--- config.mk ---
export PLATFORM = sky130hd
export DESIGN_NAME = ascon_aead_stream_cipher_top
export DESIGN_NICKNAME = d
export VERILOG_FILES = /design/src/rtl/ascon_sc_pkg.sv /design/src/rtl/ascon_sc_round.sv /design/src/rtl/ascon_sc_useq.sv /design/src/rtl/ascon_aead_stream_cipher_top.sv
export VERILOG_INCLUDE_DIRS = /design/src /design/src/rtl
export SDC_FILE = /design/constraint.sdc
export NUM_CORES = 2
export LEC_CHECK = 0
export ABC_AREA = 1
export ABC_CLOCK_PERIOD_IN_PS = 22700
export BUFFER_PORTS_ARGS = -buffer_cell sky130_fd_sc_hd__buf_2
export CAP_MARGIN = 20
export CORE_ASPECT_RATIO = 1.2
export CORE_UTILIZATION = 25
export DETAILED_ROUTE_END_ITERATION = 16
export PLACE_DENSITY_LB_ADDON = 0.05
export SYNTH_ARGS = -nofsm -noshare
export SYNTH_HDL_FRONTEND = slang
export SYNTH_SLANG_ARGS = --single-unit
--- constraint.sdc ---
create_clock -name clock -period 22.7 [get_ports clock]
set_clock_uncertainty 0.1 [all_clocks]
set_input_delay 6.81 -clock clock [delete_from_list [all_inputs] [get_ports clock]]
set_output_delay 6.81 -clock clock [all_outputs]
set_load 0.01 [all_outputs]
--- src/rtl/ascon_aead_stream_cipher_top_defines.svh ---
// Assertion helpers for the RTL, included by the sequencer.
`ifndef ASCON_AEAD_STREAM_CIPHER_TOP_DEFINES_SVH
`define ASCON_AEAD_STREAM_CIPHER_TOP_DEFINES_SVH

// Same-cycle implication, disabled while reset is high.
`define ASC_ASSERT_IMP(label, clk, rst, ante, cons, msg) \
   label: assert property (@(posedge clk) disable iff (rst) (ante) |-> (cons)) \
      else $error(msg);

// Next-cycle implication, disabled while reset is high.
`define ASC_ASSERT_NXT(label, clk, rst, ante, cons, msg) \
   label: assert property (@(posedge clk) disable iff (rst) (ante) |=> (cons)) \
      else $error(msg);

`endif

--- src/rtl/ascon_sc_pkg.sv ---
`timescale 1ns / 1ps
`default_nettype none
package ascon_sc_pkg;

   typedef logic [5:0]       step_type;
   typedef logic [3:0]       rc_type;
   typedef logic [63:0]      word_type;
   typedef logic [4:0][63:0] lane_arr_type;

   // Input function codes
   localparam logic [1:0] FUNC_DATA = 2'd0;
   localparam logic [1:0] FUNC_LAST = 2'd1;
   localparam logic [1:0] FUNC_END  = 2'd2;
   localparam logic [1:0] FUNC_NONE = 2'd3;

   // Result kinds
   localparam logic [1:0] KIND_DATA   = 2'd0;
   localparam logic [1:0] KIND_TAG_HI = 2'd1;
   localparam logic [1:0] KIND_TAG_LO = 2'd2;

   // Register indexes
   localparam logic [2:0] CSR_KEY_HIGH   = 3'd0;
   localparam logic [2:0] CSR_KEY_LOW    = 3'd1;
   localparam logic [2:0] CSR_NONCE_HIGH = 3'd2;
   localparam logic [2:0] CSR_NONCE_LOW  = 3'd3;
   localparam logic [2:0] CSR_INIT_VALUE = 3'd4;
   localparam logic [2:0] CSR_DIRECTION  = 3'd5;

   localparam word_type IV_RESET = 64'h8040_0c06_0000_0000;

   // Datapath operations selected by the control word
   typedef enum logic [2:0] {
      OP_NONE,
      OP_LOAD,
      OP_ROUND,
      OP_KEY34,
      OP_KEY12,
      OP_DATA,
      OP_EMIT3,
      OP_EMIT4
   } op_type;

   // Next-step selection
   typedef enum logic [2:0] {
      JC_NEXT,
      JC_ALWAYS,
      JC_DISPATCH,
      JC_FUNC2,
      JC_FUNC0
   } jump_type;

   typedef struct packed {
      op_type   op;
      rc_type   rc_idx;
      jump_type jc;
      step_type target;
      logic     set_msg;
      logic     clr_msg;
   } uword_type;

   // Program layout
   localparam step_type STEP_IDLE     = 6'd0;
   localparam step_type STEP_INIT     = 6'd1;
   localparam step_type STEP_INIT_XOR = 6'd14;
   localparam step_type STEP_DATA     = 6'd15;
   localparam step_type STEP_DATA_END = 6'd21;
   localparam step_type STEP_FIN      = 6'd22;
   localparam step_type STEP_FIN_XOR  = 6'd35;
   localparam step_type STEP_EMIT3    = 6'd36;
   localparam step_type STEP_LAST     = 6'd37;

   // Control store: one word per step.
   function automatic uword_type ucode(input step_type s);
      uword_type w;
      w = '{op: OP_NONE, rc_idx: '0, jc: JC_NEXT, target: STEP_IDLE,
            set_msg: 1'b0, clr_msg: 1'b0};
      if (s == STEP_IDLE) begin
         w.jc = JC_DISPATCH;
      end else if (s == STEP_INIT) begin
         w.op = OP_LOAD;
      end else if (s < STEP_INIT_XOR) begin
         w.op     = OP_ROUND;
         w.rc_idx = rc_type'(s - (STEP_INIT + 6'd1));
      end else if (s == STEP_INIT_XOR) begin
         w.op      = OP_KEY34;
         w.set_msg = 1'b1;
         w.jc      = JC_FUNC2;
         w.target  = STEP_FIN;
      end else if (s == STEP_DATA) begin
         w.op = OP_DATA;
      end else if (s <= STEP_DATA_END) begin
         // last six rounds of the schedule
         w.op     = OP_ROUND;
         w.rc_idx = rc_type'(s - (STEP_DATA - 6'd5));
         if (s == STEP_DATA_END) begin
            w.jc     = JC_FUNC0;
            w.target = STEP_IDLE;
         end
      end else if (s == STEP_FIN) begin
         w.op = OP_KEY12;
      end else if (s < STEP_FIN_XOR) begin
         w.op     = OP_ROUND;
         w.rc_idx = rc_type'(s - (STEP_FIN + 6'd1));
      end else if (s == STEP_FIN_XOR) begin
         w.op = OP_KEY34;
      end else if (s == STEP_EMIT3) begin
         w.op = OP_EMIT3;
      end else if (s == STEP_LAST) begin
         w.op      = OP_EMIT4;
         w.clr_msg = 1'b1;
         w.jc      = JC_ALWAYS;
         w.target  = STEP_IDLE;
      end else begin
         w.jc     = JC_ALWAYS;
         w.target = STEP_IDLE;
      end
      return w;
   endfunction

endpackage
`default_nettype wire

--- src/rtl/ascon_sc_round.sv ---
`timescale 1ns / 1ps
`default_nettype none
module ascon_sc_round (
   input  ascon_sc_pkg::lane_arr_type lanes_i,
   input  ascon_sc_pkg::rc_type       rc_idx,
   output ascon_sc_pkg::lane_arr_type lanes_o
);
   import ascon_sc_pkg::*;

   function automatic word_type ror(input word_type v, input int n);
      return (v >> n) | (v << (64 - n));
   endfunction

   always_comb begin
      word_type x0, x1, x2, x3, x4;
      word_type n0, n1, n2, n3, n4;
      x0 = lanes_i[0];
      x1 = lanes_i[1];
      // round constant i is {15-i, i} as two nibbles
      x2 = lanes_i[2] ^ {56'd0, ~rc_idx, rc_idx};
      x3 = lanes_i[3];
      x4 = lanes_i[4];
      x0 = x0 ^ x4;
      x4 = x4 ^ x3;
      x2 = x2 ^ x1;
      n0 = x0 ^ (~x1 & x2);
      n1 = x1 ^ (~x2 & x3);
      n2 = x2 ^ (~x3 & x4);
      n3 = x3 ^ (~x4 & x0);
      n4 = x4 ^ (~x0 & x1);
      n1 = n1 ^ n0;
      n0 = n0 ^ n4;
      n3 = n3 ^ n2;
      n2 = ~n2;
      lanes_o[0] = n0 ^ ror(n0, 19) ^ ror(n0, 28);
      lanes_o[1] = n1 ^ ror(n1, 61) ^ ror(n1, 39);
      lanes_o[2] = n2 ^ ror(n2, 1) ^ ror(n2, 6);
      lanes_o[3] = n3 ^ ror(n3, 10) ^ ror(n3, 17);
      lanes_o[4] = n4 ^ ror(n4, 7) ^ ror(n4, 41);
   end

endmodule
`default_nettype wire

--- src/rtl/ascon_sc_useq.sv ---
`timescale 1ns / 1ps
`default_nettype none
module ascon_sc_useq (
   input  logic                    clock,
   input  logic                    reset,
   input  logic                    accept,
   input  logic [1:0]              req_func,
   input  logic                    hold,
   output ascon_sc_pkg::uword_type uw
);
   import ascon_sc_pkg::*;

   `include "ascon_aead_stream_cipher_top_defines.svh"

   step_type   step_ff, step_in;
   logic       msg_ff, msg_in;
   logic [1:0] func_ff, func_in;

   assign uw = ucode(step_ff);

   always_comb begin
      step_in = step_ff;
      msg_in  = msg_ff;
      func_in = func_ff;
      if (!hold) begin
         if (uw.set_msg) msg_in = 1'b1;
         if (uw.clr_msg) msg_in = 1'b0;
         unique case (uw.jc)
            JC_NEXT:   step_in = step_ff + 6'd1;
            JC_ALWAYS: step_in = uw.target;
            JC_FUNC2:  step_in = (func_ff == FUNC_END)  ? uw.target : step_ff + 6'd1;
            JC_FUNC0:  step_in = (func_ff == FUNC_DATA) ? uw.target : step_ff + 6'd1;
            JC_DISPATCH: begin
               if (accept) begin
                  func_in = req_func;
                  if (req_func == FUNC_NONE) begin
                     step_in = STEP_IDLE;
                  end else if (!msg_ff) begin
                     step_in = STEP_INIT;
                  end else if (req_func == FUNC_END) begin
                     step_in = STEP_FIN;
                  end else begin
                     step_in = STEP_DATA;
                  end
               end
            end
            default: step_in = STEP_IDLE;
         endcase
      end
   end

   always_ff @(posedge clock) begin
      if (reset) begin
         step_ff <= STEP_IDLE;
         msg_ff  <= 1'b0;
         func_ff <= FUNC_DATA;
      end else begin
         step_ff <= step_in;
         msg_ff  <= msg_in;
         func_ff <= func_in;
      end
   end

   `ASC_ASSERT_NXT(a_hold_keeps_step, clock, reset, hold, $stable(step_ff), "step moved on hold")
   `ASC_ASSERT_IMP(a_close_open_msg, clock, reset, uw.clr_msg, msg_ff, "closing unopened message")
   `ASC_ASSERT_IMP(a_step_range, clock, reset, 1'b1, step_ff <= STEP_LAST, "step out of program")
   `ASC_ASSERT_IMP(a_accept_idle, clock, reset, accept, uw.jc == JC_DISPATCH, "beat taken while busy")

endmodule
`default_nettype wire

--- src/rtl/ascon_aead_stream_cipher_top.sv ---
`timescale 1ns / 1ps
`default_nettype none
// ASCON-128 style authenticated cipher, 64-bit rate, no associated data.
// req_*: one beat per item; tuser = func (data, last data, end), tdata = word.
// rsp_*: one beat per result; tdata = data or tag word, tuser = kind,
// tlast marks the second tag word that closes a message.
// csr_*: key, nonce, IV and direction writes, one register per cycle.
// A microcoded sequencer steps through a 38-word control store; each active step
// drives a permutation round, a lane update or a tag beat on the shared datapath.
// Steps per item, from accept to ready again:
//   data word in an open message: accept, lane update, 6 rounds
//   first item of a message: load, 12 rounds, key mix come first
//   last word: key mix, 12 rounds, key mix, two tag beats follow
//   end without word in an open message: accept, then those finalization steps
// rsp_tvalid rises once the data step has registered the result (after the
// opening steps if the item opens a message); tag words follow the last key mix.
// Reset closes any open message, empties the result register, holds req_tready
// low and returns the registers to their defaults. A stalled receiver holds the
// sequencer only at a step that must emit a beat while the previous one still
// waits; otherwise the next item is taken while a result sits in the register.
module ascon_aead_stream_cipher_top (
   input  logic        clock,
   input  logic        reset,
   input  logic        req_tvalid,
   output logic        req_tready,
   input  logic [63:0] req_tdata,    // [63:0] data_word
   input  logic [1:0]  req_tuser,    // [1:0] func
   output logic        rsp_tvalid,
   input  logic        rsp_tready,
   output logic [63:0] rsp_tdata,    // [63:0] data_out
   output logic [1:0]  rsp_tuser,    // [1:0] kind
   output logic        rsp_tlast,
   input  logic        csr_we,
   input  logic [2:0]  csr_addr,
   input  logic [63:0] csr_wdata
);
   import ascon_sc_pkg::*;

   // configuration registers
   word_type key_high_ff, key_low_ff, nonce_high_ff, nonce_low_ff, init_value_ff;
   logic     direction_ff;

   lane_arr_type lanes_ff, lanes_in, round_out;
   word_type     word_ff;

   logic         rsp_valid_ff;
   word_type     rsp_data_ff, rsp_data_in;
   logic [1:0]   rsp_kind_ff, rsp_kind_in;
   logic         rsp_last_ff, rsp_last_in;

   uword_type uw;
   logic      accept;
   logic      emit;
   logic      hold;
   word_type  data_res;

   assign req_tready = (uw.jc == JC_DISPATCH) && !reset;
   assign accept     = req_tvalid && req_tready;

   // emit steps wait while an older beat is still unclaimed
   assign emit = (uw.op == OP_DATA) || (uw.op == OP_EMIT3) || (uw.op == OP_EMIT4);
   assign hold = emit && rsp_valid_ff && !rsp_tready;

   assign data_res = word_ff ^ lanes_ff[0];

   ascon_sc_useq u_useq (
      .clock    (clock),
      .reset    (reset),
      .accept   (accept),
      .req_func (req_tuser),
      .hold     (hold),
      .uw       (uw)
   );

   ascon_sc_round u_round (
      .lanes_i (lanes_ff),
      .rc_idx  (uw.rc_idx),
      .lanes_o (round_out)
   );

   // register writes
   always_ff @(posedge clock) begin
      if (reset) begin
         key_high_ff   <= '0;
         key_low_ff    <= '0;
         nonce_high_ff <= '0;
         nonce_low_ff  <= '0;
         init_value_ff <= IV_RESET;
         direction_ff  <= 1'b0;
      end else if (csr_we) begin
         unique case (csr_addr)
            CSR_KEY_HIGH:   key_high_ff   <= csr_wdata;
            CSR_KEY_LOW:    key_low_ff    <= csr_wdata;
            CSR_NONCE_HIGH: nonce_high_ff <= csr_wdata;
            CSR_NONCE_LOW:  nonce_low_ff  <= csr_wdata;
            CSR_INIT_VALUE: init_value_ff <= csr_wdata;
            CSR_DIRECTION:  direction_ff  <= csr_wdata[0];
            default: ;
         endcase
      end
   end

   // lane datapath, one operation per step
   always_comb begin
      lanes_in = lanes_ff;
      case (uw.op)
         OP_LOAD: begin
            lanes_in[0] = init_value_ff;
            lanes_in[1] = key_high_ff;
            lanes_in[2] = key_low_ff;
            lanes_in[3] = nonce_high_ff;
            lanes_in[4] = nonce_low_ff;
         end
         OP_ROUND: lanes_in = round_out;
         OP_KEY34: begin
            lanes_in[3] = lanes_ff[3] ^ key_high_ff;
            lanes_in[4] = lanes_ff[4] ^ key_low_ff;
         end
         OP_KEY12: begin
            lanes_in[1] = lanes_ff[1] ^ key_high_ff;
            lanes_in[2] = lanes_ff[2] ^ key_low_ff;
         end
         // lane 0 takes the ciphertext side of the word
         OP_DATA: lanes_in[0] = direction_ff ? word_ff : data_res;
         default: ;
      endcase
   end

   always_ff @(posedge clock) begin
      if (!hold) lanes_ff <= lanes_in;
      if (accept) word_ff <= req_tdata;
   end

   // result register
   always_comb begin
      rsp_data_in = data_res;
      rsp_kind_in = KIND_DATA;
      rsp_last_in = 1'b0;
      case (uw.op)
         OP_EMIT3: begin
            rsp_data_in = lanes_ff[3];
            rsp_kind_in = KIND_TAG_HI;
         end
         OP_EMIT4: begin
            rsp_data_in = lanes_ff[4];
            rsp_kind_in = KIND_TAG_LO;
            rsp_last_in = 1'b1;
         end
         default: ;
      endcase
   end

   always_ff @(posedge clock) begin
      if (reset) begin
         rsp_valid_ff <= 1'b0;
      end else if (emit && !hold) begin
         rsp_valid_ff <= 1'b1;
      end else if (rsp_tready) begin
         rsp_valid_ff <= 1'b0;
      end
   end

   always_ff @(posedge clock) begin
      if (emit && !hold) begin
         rsp_data_ff <= rsp_data_in;
         rsp_kind_ff <= rsp_kind_in;
         rsp_last_ff <= rsp_last_in;
      end
   end

   assign rsp_tvalid = rsp_valid_ff;
   assign rsp_tdata  = rsp_data_ff;
   assign rsp_tuser  = rsp_kind_ff;
   assign rsp_tlast  = rsp_last_ff;

endmodule
`default_nettype wire

==> metrics.txt <==
status=finished, final reports clean; clock buffers created by TritonCTS=103; CTS resizes=0; Fin. Hold Viols=0; RSZ-0062 raised after global routing=false; crit path launch type=input pin; Area growth syn-to-layout=16.40%; period utilisation layout=62.93%; post-synth top area share=27.49%; FILL cells=20990; Post-Synthesis Cells=5621; Yosys cell types=40; root buffer cell=clkbuf_16; main flop type after synthesis=edfxtp_1; GP Congestion=1.010; Final setup viols=0; I/O pin total=207; max-slew violations=0; fmax=0.07001 GHz; depth of the worst hold-timing path=2; GRT Residual Overflow=0; most frequent cell after synthesis=xor2_1; Core Box Area=196000 um2; FP Rows=178; CP max stage cell=nor2_1; worst path required time=15.79 ns; vias per cell=4.858; crit-path leading delay family=buffers and inverters; first-pass GRT wire length=354100 um; crit-path max cell delay=0.20 ns; crit end category=output port; max-cap viol count=0; DRC viols=0; Area contributors post-synth=edfxtp_1 (27%), xor2_1 (15%), dfxtp_1 (13%); worst flop-to-flop path endpoint=lanes_ff[165]; antenna-violating nets left=0; Seq/Total Area, Yosys=40.94%; DR iter-0 viols=3617; GRT Total Usage=25.88%; HPWL after DPL=192300 um; post-route insts no fill=8550; Mapped Area=49260 um2; Vias=41530; critical path depth=3; initial antenna violation count=29; clk_lat worst skew=0.78 ns; die height=488.3 um; CTS Hold Bufs=0; vias in the first global route=40020; critical-path cell list=buf_2, nor2_1, buf_2; Critical Path Source=reset; port buffer count=206; Initial Util=25.14%; routed len/inst=30.78 um; CP endpoint=req_tready; ys async rst share=0%; #FFs+latches synth=782; placed insts=8344; reg2reg setup slack=16.44 ns; Post-synth EDFFs=451; largest area contributor in the netlist=edfxtp_1; crit path buf inv count=2; DRT Pass-1 Iters=8; Final Critical Period=14.28 ns; syn_nets=5894; HP Class=reg2reg; Setup Fix Bufs, Post-CTS=0; Clock transition at path regs=0.06 ns; CTS max path bufs=3; clock sink count=782; synth warn=0; share of layout cells above drive strength 1=10.76%; full die area=198800 um2; crit-path max FO=9; syn_area_per_cell=8.764 um2; Die Span X=407.2 um; largest net degree at the start of global routing=108; H-tree depth=3; Slew HR=12.03%; CP Class=in2out; WP data arrival=7.37 ns; CTS tree=yes; Setup TNS=0 ns; fin nets=6114; Crit path top cell by count=buf_2; most frequent cells after synthesis=xor2_1 (847), nand2_1 (819), nor2_1 (654); worst-case reg-to-reg path depth=17; worst slew pin tran=1.310 ns; reg2reg start=u_useq.step_ff[0]; final WL=263100 um
-- cell type report --
class / instances / area, um2 / share of cell area [%]
multi-input cells: 4184 / 26700 / 46.56
well taps: 2610 / 3266 / 5.695
clock buffers: 146 / 2924 / 5.099
clock inverters: 48 / 501.7 / 0.8750
flip-flops and latches: 782 / 20170 / 35.17
diodes: 10 / 25.02 / 0.04364
inverters: 415 / 1582 / 2.758
repair buffers: 355 / 2173 / 3.790
-- cells in the final DEF, fill, tap and decap left out, types with 13 or more instances in the layout --
cell,instances
a21oi_1,111
a22oi_1,64
buf_2,206
buf_4,145
clkbuf_1,29
clkbuf_16,107
clkinv_2,29
dfxtp_1,330
edfxtp_1,451
ha_1,135
inv_1,395
nand2_1,818
nand3_1,91
nand4_1,13
nor2_1,648
o211ai_1,311
o21ai_0,468
o21ai_1,20
o221ai_1,64
or2_2,66
xnor2_1,478
xor2_1,840
-- sequential cells by signal, summed over array words and instances, names as in the netlist --
register and count:
nonce_low_ff 64, u_useq.step_ff 6, u_useq.msg_ff 1, nonce_high_ff 64
direction_ff 1, init_value_ff 64, key_high_ff 64, key_low_ff 64
lanes_ff 320, rsp_tlast 1, word_ff 64, rsp_tuser 2
u_useq.func_ff 2, rsp_tvalid 1, rsp_tdata 64
-- metal layers --
layer  up-vias  wire [um]  track usage, %
met5         -         84               0
met4        12      10920           10.35
met3       309      11240           2.763
met2      1221     124200           43.57
met1     20870     116700           33.72
li1      19120          -               -
-- worst reg2reg max path: cells and delay by family, from the launching register on --
kind	cells	cell delay (ns)
AO/OA/AOI/OAI	2	0.42
adder cells (fa/ha/maj)	1	0.31
buffers and inverters	7	3.21
flip-flops	1	0.45
AND/OR/NAND/NOR	7	1.45
-- stage by stage --
stage	setup WS (ns)	hold WS, ns	util (%)	cell area, um2
after CTS	8.400	0.3494	29.24	57300
after detailed placement	8.400	0.3399	27.49	53880
after floorplan	8.590	0.3241	-	49260
after global placement	8.399	0.3334	27.46	53820
final	8.416	0.3464	29.26	57340
after global routing	8.395	0.3673	29.25	57320
-- how the worst min path moves through the flow --
stage	startpoint	endpoint	slack [ns]
2_1_floorplan	nonce_low_ff[20]	nonce_low_ff[20]	0.32
3_3_place_gp	nonce_low_ff[1]	nonce_low_ff[1]	0.33
3_5_place_dp	nonce_low_ff[42]	nonce_low_ff[42]	0.34
4_1_cts	nonce_low_ff[42]	nonce_low_ff[42]	0.35
5_1_grt	nonce_low_ff[42]	nonce_low_ff[42]	0.37
6_report	nonce_low_ff[42]	nonce_low_ff[42]	0.35
-- logic make-up after synthesis --
group / synth area share [%]
and+or+nand+nor: 13.57
xor gates and xnor gates: 23.66
AOI/OAI and AO/OA: 13.11
buffers and inverters: 5.290
DFF: 40.94
adders and majority gates: 3.429
Power is left out: the tool's default activity adds up to more than one toggle a clock period on the data nets, which glitch-free logic cannot reach.
